--- src/sv/prt_pkg.sv ---
// ---------------------------------------------------------------------------
// prt_pkg: shared types and codes for the process registry table
// Request and result layouts, request and status codes, and the token and
// write-broadcast structs that travel along the chain of table cells.
// ---------------------------------------------------------------------------
package prt_pkg;

    localparam int KEY_W     = 31;
    localparam int CONN_W    = 10;
    localparam int SLOT_W    = 4;
    localparam int ENTRIES_D = 16;

    localparam logic [1:0] REQ_REGISTER   = 2'd0;
    localparam logic [1:0] REQ_CHECK      = 2'd1;
    localparam logic [1:0] REQ_DISCONNECT = 2'd2;

    typedef enum logic [2:0] {
        ST_ADDED   = 3'd0,
        ST_ALREADY = 3'd1,
        ST_FULL    = 3'd2,
        ST_ABSENT  = 3'd3,
        ST_PRESENT = 3'd4
    } t_status;

    typedef struct packed {
        logic [1:0]        req_type;
        logic [KEY_W-1:0]  key;
        logic [CONN_W-1:0] conn_id;
    } t_req;

    typedef struct packed {
        t_status           status;
        logic [SLOT_W-1:0] slot;
    } t_result;

    // Search token handed from cell to cell; slot indexes travel beside it.
    typedef struct packed {
        logic              valid;
        logic [1:0]        req_type;
        logic [KEY_W-1:0]  key;
        logic [CONN_W-1:0] conn_id;
        logic              hit_v;
        logic              empty_v;
        logic              done;
    } t_token;

    // Write broadcast from the top level; the target index travels beside it.
    typedef struct packed {
        logic              en;
        logic [KEY_W-1:0]  key;
        logic [CONN_W-1:0] conn_id;
    } t_wr;

endpackage

--- src/sv/prt_cell.sv ---
// ---------------------------------------------------------------------------
// prt_cell: one slot of the process registry table
// Holds one key and its owner, compares them against the passing search
// token, records the first key match and first empty slot, clears itself on
// the first owner match of a disconnect, and registers the token onward.
// ---------------------------------------------------------------------------
module prt_cell
    import prt_pkg::*;
#(
    parameter int ENTRIES  = ENTRIES_D,
    parameter int CELL_IDX = 0,
    localparam int IW      = $clog2(ENTRIES)
) (
    input  logic          i_clk,
    input  logic          i_rst_n,
    input  t_token        i_tok,
    input  logic [IW-1:0] i_hit_idx,
    input  logic [IW-1:0] i_empty_idx,
    input  t_wr           i_wr,
    input  logic [IW-1:0] i_wr_idx,
    output t_token        o_tok,
    output logic [IW-1:0] o_hit_idx,
    output logic [IW-1:0] o_empty_idx
);

    localparam logic [IW-1:0] MY_IDX = IW'(CELL_IDX);

    logic [KEY_W-1:0]  r_key,  n_key;
    logic [CONN_W-1:0] r_owner, n_owner;
    t_token            r_tok,  n_tok;
    logic [IW-1:0]     r_hit_idx, n_hit_idx;
    logic [IW-1:0]     r_empty_idx, n_empty_idx;

    logic key_eq, is_empty, own_eq, is_search;

    always_comb begin
        key_eq      = (r_key == i_tok.key);
        is_empty    = (r_key == '0);
        own_eq      = (r_owner == i_tok.conn_id);
        is_search   = (i_tok.req_type == REQ_REGISTER) || (i_tok.req_type == REQ_CHECK);
        n_tok       = i_tok;
        n_hit_idx   = i_hit_idx;
        n_empty_idx = i_empty_idx;
        n_key       = r_key;
        n_owner     = r_owner;
        if (i_tok.valid) begin
            if (is_search && key_eq && !i_tok.hit_v) begin
                n_tok.hit_v = 1'b1;
                n_hit_idx   = MY_IDX;
            end
            if (is_empty && !i_tok.empty_v) begin
                n_tok.empty_v = 1'b1;
                n_empty_idx   = MY_IDX;
            end
            // release only the lowest slot owned by this connection
            if (i_tok.req_type == REQ_DISCONNECT && own_eq && !i_tok.done) begin
                n_tok.done = 1'b1;
                n_key      = '0;
                n_owner    = '0;
            end
        end
        if (i_wr.en && i_wr_idx == MY_IDX) begin
            n_key   = i_wr.key;
            n_owner = i_wr.conn_id;
        end
    end

    always_ff @(posedge i_clk) begin
        if (!i_rst_n) begin
            r_key       <= '0;
            r_owner     <= '0;
            r_tok.valid <= 1'b0;
        end else begin
            r_key   <= n_key;
            r_owner <= n_owner;
            r_tok   <= n_tok;
        end
        r_hit_idx   <= n_hit_idx;
        r_empty_idx <= n_empty_idx;
    end

    assign o_tok       = r_tok;
    assign o_hit_idx   = r_hit_idx;
    assign o_empty_idx = r_empty_idx;

endmodule

--- src/sv/process_registry_table.sv ---
// ---------------------------------------------------------------------------
// process_registry_table: registration table of process ids
// A request token walks a chain of ENTRIES slot cells, one cell per cycle;
// at the end of the chain the top level answers and writes new entries.
// ---------------------------------------------------------------------------
//  channel   | direction | handshake               | payload
//  request   | in        | start high, busy low    | i_req (req_type, key, conn_id)
//  result    | out       | o_strobe, one cycle     | o_result (status, slot)
//
//  Each transaction runs from accept to result while the token steps through
//  the ENTRIES table cells and the result register; busy stays high meanwhile.
//  Register and check give one result; disconnect and type 3 give none.
//  Synchronous active-low reset empties every slot at once.
//  The receiver cannot stall: each result shows for exactly one cycle.
// ---------------------------------------------------------------------------
module process_registry_table
    import prt_pkg::*;
#(
    parameter int ENTRIES = ENTRIES_D
) (
    input  logic    i_clk,
    input  logic    i_rst_n,
    input  logic    start,
    output logic    busy,
    input  t_req    i_req,
    output logic    o_strobe,
    output t_result o_result
);

    localparam int IW = $clog2(ENTRIES);

    t_token        tok       [ENTRIES+1];
    logic [IW-1:0] hit_idx   [ENTRIES+1];
    logic [IW-1:0] empty_idx [ENTRIES+1];

    t_wr           wr;
    logic [IW-1:0] wr_idx;

    logic    r_busy, n_busy;
    logic    r_strobe, n_strobe;
    t_result r_result, n_result;

    logic          accept;
    t_token        last;
    logic [IW-1:0] res_idx;
    logic [IW+3:0] res_ext;

    assign accept = start && !r_busy;

    always_comb begin
        tok[0].valid    = accept;
        tok[0].req_type = i_req.req_type;
        tok[0].key      = i_req.key;
        tok[0].conn_id  = i_req.conn_id;
        tok[0].hit_v    = 1'b0;
        tok[0].empty_v  = 1'b0;
        tok[0].done     = 1'b0;
        hit_idx[0]      = '0;
        empty_idx[0]    = '0;
    end

    for (genvar g = 0; g < ENTRIES; g++) begin : g_cell
        prt_cell #(
            .ENTRIES  (ENTRIES),
            .CELL_IDX (g)
        ) u_cell (
            .i_clk       (i_clk),
            .i_rst_n     (i_rst_n),
            .i_tok       (tok[g]),
            .i_hit_idx   (hit_idx[g]),
            .i_empty_idx (empty_idx[g]),
            .i_wr        (wr),
            .i_wr_idx    (wr_idx),
            .o_tok       (tok[g+1]),
            .o_hit_idx   (hit_idx[g+1]),
            .o_empty_idx (empty_idx[g+1])
        );
    end

    // Resolve the transaction when the token leaves the last cell.
    always_comb begin
        last       = tok[ENTRIES];
        wr.en      = 1'b0;
        wr.key     = last.key;
        wr.conn_id = last.conn_id;
        wr_idx     = empty_idx[ENTRIES];
        n_strobe   = 1'b0;
        n_busy     = r_busy;
        res_idx    = '0;
        n_result.status = ST_FULL;
        if (accept) begin
            n_busy = 1'b1;
        end
        if (last.valid) begin
            n_busy = 1'b0;
            if (last.req_type == REQ_REGISTER) begin
                n_strobe = 1'b1;
                if (last.hit_v) begin
                    n_result.status = ST_ALREADY;
                    res_idx         = hit_idx[ENTRIES];
                end else if (last.empty_v) begin
                    n_result.status = ST_ADDED;
                    res_idx         = empty_idx[ENTRIES];
                    wr.en           = 1'b1;
                end else begin
                    n_result.status = ST_FULL;
                end
            end else if (last.req_type == REQ_CHECK) begin
                n_strobe = 1'b1;
                if (last.hit_v) begin
                    n_result.status = ST_PRESENT;
                    res_idx         = hit_idx[ENTRIES];
                end else begin
                    n_result.status = ST_ABSENT;
                end
            end
        end
        // slot carries the low four bits of the index
        res_ext       = (IW+4)'(res_idx);
        n_result.slot = res_ext[SLOT_W-1:0];
    end

    always_ff @(posedge i_clk) begin
        if (!i_rst_n) begin
            r_busy   <= 1'b0;
            r_strobe <= 1'b0;
        end else begin
            r_busy   <= n_busy;
            r_strobe <= n_strobe;
        end
        r_result <= n_result;
    end

    assign busy     = r_busy;
    assign o_strobe = r_strobe;
    assign o_result = r_result;

endmodule

--- config.mk ---
export PLATFORM = sky130hd
export DESIGN_NAME = process_registry_table
export DESIGN_NICKNAME = d
export VERILOG_FILES = /design/src/sv/prt_pkg.sv /design/src/sv/prt_cell.sv /design/src/sv/process_registry_table.sv
export SDC_FILE = /design/constraint.sdc
export NUM_CORES = 2
export LEC_CHECK = 0
export BUFFER_PORTS_ARGS = -buffer_cell sky130_fd_sc_hd__buf_2
export CORE_ASPECT_RATIO = 1.25
export CORE_MARGIN = 1
export CORE_UTILIZATION = 30
export DETAILED_ROUTE_END_ITERATION = 10
export GPL_TIMING_DRIVEN = 0
export PLACE_DENSITY = 0.42
export SLEW_MARGIN = 20
export SYNTH_ARGS = -nofsm -noshare
export SYNTH_HDL_FRONTEND = slang
export SYNTH_SLANG_ARGS = --single-unit
--- constraint.sdc ---
create_clock -name i_clk -period 2.5 [get_ports i_clk]
set_input_delay 0.125 -clock i_clk [delete_from_list [all_inputs] [get_ports i_clk]]
set_output_delay 0.125 -clock i_clk [all_outputs]
set_load 0.05 [all_outputs]
==> run metrics <==
Post-synth top cells=dfxtp_1 (779), edfxtp_1 (735), xor2_1 (460); CORE AREA=182000 sq um; Design Power=54.08 mW; clock-pin slew on the worst setup and hold paths=0.06 ns; sequential share of the synthesized area=68.51%; die area=185000 sq um; hold depth=3; TritonRoute pass-1 iters=5; final hold slack=0.06698 ns; vias in the first global route=35630; Post-synth top flop=dfxtp_1; Initial Util=30.21%; cells taking the most area after synthesis=edfxtp_1 (40%), dfxtp_1 (28%), xor2_1 (7.3%); number of flops mapped to enable cells by yosys=735; Congestion Overflow GR=0; H-tree depth=4; Max transition margin=23.67%; Synth Area in XOR/XNOR=10.12%; post-synthesis mux area share=0%; Synth Area in Simple Gates=9.957%; WP data required=3.18 ns; port buffer count=54; synthesis warning total=0; vias=35860; Post-synth ARST share=0%; Synth Area in Compound Gates=9.652%; Worst-Skew Late Latency=0.82 ns; largest family of logic cells by synthesized area=XOR/XNOR gates; IO Count=55; maximum vdd drop=0.0004703 V; Hold EP=g_cell[7].u_cell.o_tok[19]; Internal Pwr Total=41.32 mW; clock share of power=44.0%; worst slew pin tran=1.145 ns; clock skew=0.03805 ns; CTS Buf Count=159; largest net degree at the start of global routing=95; layout cells sized above 1=15.47%; FF-to-FF setup slack=-0.1 ns; Net Sw Frac=23.59%; CP Data Arrival Time=3.28 ns; CP startpoint kind=flop; hold path startpoint=i_rst_n; Setup TNS=-12.03 ns; final wirelength=218.9 mm; DRC=0; global-route wire length before repair=294.7 mm; DP HPWL=157.3 mm; Leak=25.18 nW; post-route ant nets=0; Area after DPL=59060 sq um; Crit Path Max Fanout=6; power per cell area=802.7 nW/um^2; area share of fa/ha/maj cells after synthesis=0%; worst hold path type=input pin to flop; area grow syn2layout=22.55%; RR Endpoint=g_cell[0].u_cell.r_owner[0]; Via-to-Cell Ratio=5.099; violated checks=setup timing; routed len/inst=31.13 microns; 1st-iter DRT viols=3216; Tmin final=2.596 ns; CP endpoint kind=flop; register bit total from synthesis=1514; Synth area leader=edfxtp_1; fin crit share=103.8%; Slew Limit Fails=0; final worst setup slack=-0.09603 ns; Final Util=37.03%; post-synthesis net count=4161; Multi-input gate area=17130 sq um; Gate power share=5.0%; Yosys top cell area share=40.15%; top-count cell post-synth=dfxtp_1; RSZ-0062 raised after global routing=true; Synth Area per Inst=13.36 sq um; max_cap viols=0; worst-case reg-to-reg path depth=9; final setup fails=355; clock tree sinks=1514; kind of critical path=flop to flop; Clock Path Buffers=3; Max Clock Freq=385.2 MHz; GRT Util Overall=23.31%; RR Startpoint=g_cell[15].u_cell.o_tok[44]; initial antenna violation count=29; Hold Violations, Final=0; Post-Syn Area=54980 sq um; status=finished with violations; FF/Latch Area=37670 sq um; Flop pwr share=51.0%; Chip Height=480.6 microns; row cnt=175; # fillers=17450; Die Wd=384.9 microns; synthesized instance count=4115; Net count, final=4538; routability cong.=0.9084; CTS tree=done; post-route cell area=67370 sq um; root buffer cell=clkbuf_16; P_sw=12.76 mW; post-synth cell types=55
[power groups by stage]
stage,logic [mW],registers [mW],clock network (mW)
after floorplan,0.803,27.7,0
after global placement,2.12,28.4,0
after detailed placement,2.24,28.1,0
after CTS,2.59,27.6,24.2
after global routing,2.76,27.6,25.1
final,2.68,27.6,23.8
[area by class of cell]
class | count | area share (%)
sequential | 1514 | 55.92
multi-input combinational | 2363 | 25.42
clock buffer | 228 | 6.819
tap | 2389 | 4.437
timing repair buffer | 218 | 3.889
buffer | 197 | 2.407
clock inverter | 63 | 0.8078
inverter | 39 | 0.2210
antenna | 22 | 0.08171
[kinds of logic after synthesis]
family | count (synthesis)
and+or+nand+nor | 995
DFF | 1514
AOI/OAI and AO/OA | 730
buffers and inverters | 241
xor gates and xnor gates | 635
[how the worst max path moves through the flow]
stage / cells past startpoint / startpoint / slack [ns] / to
2_1_floorplan: 8 / g_cell[15].u_cell.o_tok[44] / 0.20 / g_cell[14].u_cell.r_owner[9]
3_3_place_gp: 7 / i_rst_n / -14.62 / g_cell[13].u_cell.r_key[17]
3_5_place_dp: 8 / i_rst_n / -2.13 / g_cell[3].u_cell.r_key[23]
4_1_cts: 9 / g_cell[15].u_cell.o_tok[44] / -0.19 / g_cell[4].u_cell.r_key[27]
5_1_grt: 9 / g_cell[15].u_cell.o_tok[44] / -0.17 / g_cell[0].u_cell.r_owner[5]
6_report: 9 / g_cell[15].u_cell.o_tok[44] / -0.1 / g_cell[0].u_cell.r_owner[0]
[through the flow]
step,setup WS [ns],std cells
floorplan,0.2044,4115
global placement,-14.62,6558
detailed placement,-2.131,6588
CTS,-0.1941,6985
global route,-0.1741,7022
finish,-0.09603,7033
[layer usage]
| metal | vias up | part of all wire (%) | GRT usage (%) | wire, microns |
|---|---|---|---|---|
| li1 | 16050 | - | - | - |
| met5 | - | 0 | 0 | 0 |
| met1 | 18350 | 39 | 27.52 | 86320 |
| met4 | 0 | 4.5 | 10.49 | 9911 |
| met2 | 1106 | 52 | 41.66 | 113100 |
| met3 | 355 | 4.4 | 3.191 | 9568 |
[critical path, stage by stage, from the launching register on]
cell and delay [ns]:
edfxtp_1 0.46, or4b_4 0.67, nor4b_4 0.24, buf_4 0.19
buf_12 0.11, and2_4 0.18, clkbuf_16 0.18, nor3_4 0.09
buf_6 0.18, a22o_1 0.18
[flip-flops by register name, indices dropped and copies added (netlist names)]
register                   count
busy                           1
g_cell.u_cell.o_empty_idx     49
g_cell.u_cell.o_hit_idx       49
g_cell.u_cell.o_tok          751
g_cell.u_cell.r_key          496
g_cell.u_cell.r_owner        160
o_result                       7
o_strobe                       1
[layout by cell type, fill, tap and decap left out, types with 22 or more instances in the layout]
cell,instances
dfxtp_1,775
edfxtp_1,735
xor2_1,460
a22o_1,370
nand2_1,284
nor4_1,224
o21ai_0,213
xnor2_1,175
clkbuf_16,175
nand4_1,138
buf_2,97
clkbuf_1,59
dlygate4sd3_1,56
and2_1,55
or2_2,52
nor2b_1,48
buf_4,45
o22ai_1,44
clkbuf_8,39
nor3_1,38
inv_1,37
clkbuf_2,36
o21ai_1,35
buf_6,35
buf_8,33
buf_12,26
clkinv_2,26
nand2_2,24
o21bai_1,23
nand2b_1,23
diode_2,22
[timing repair]
item / 4_1_cts / 5_1_grt
hold endpoints to repair: 106 / 0
setup endpoints to repair: 686 / 561
resized for setup: 327 / 182
hold buffers: 61 / 0
pin swaps: 23 / 8
buffers inserted: 24 / 15
cloned: 26 / 12
Note: power is estimated with default switching activity, not from simulation.
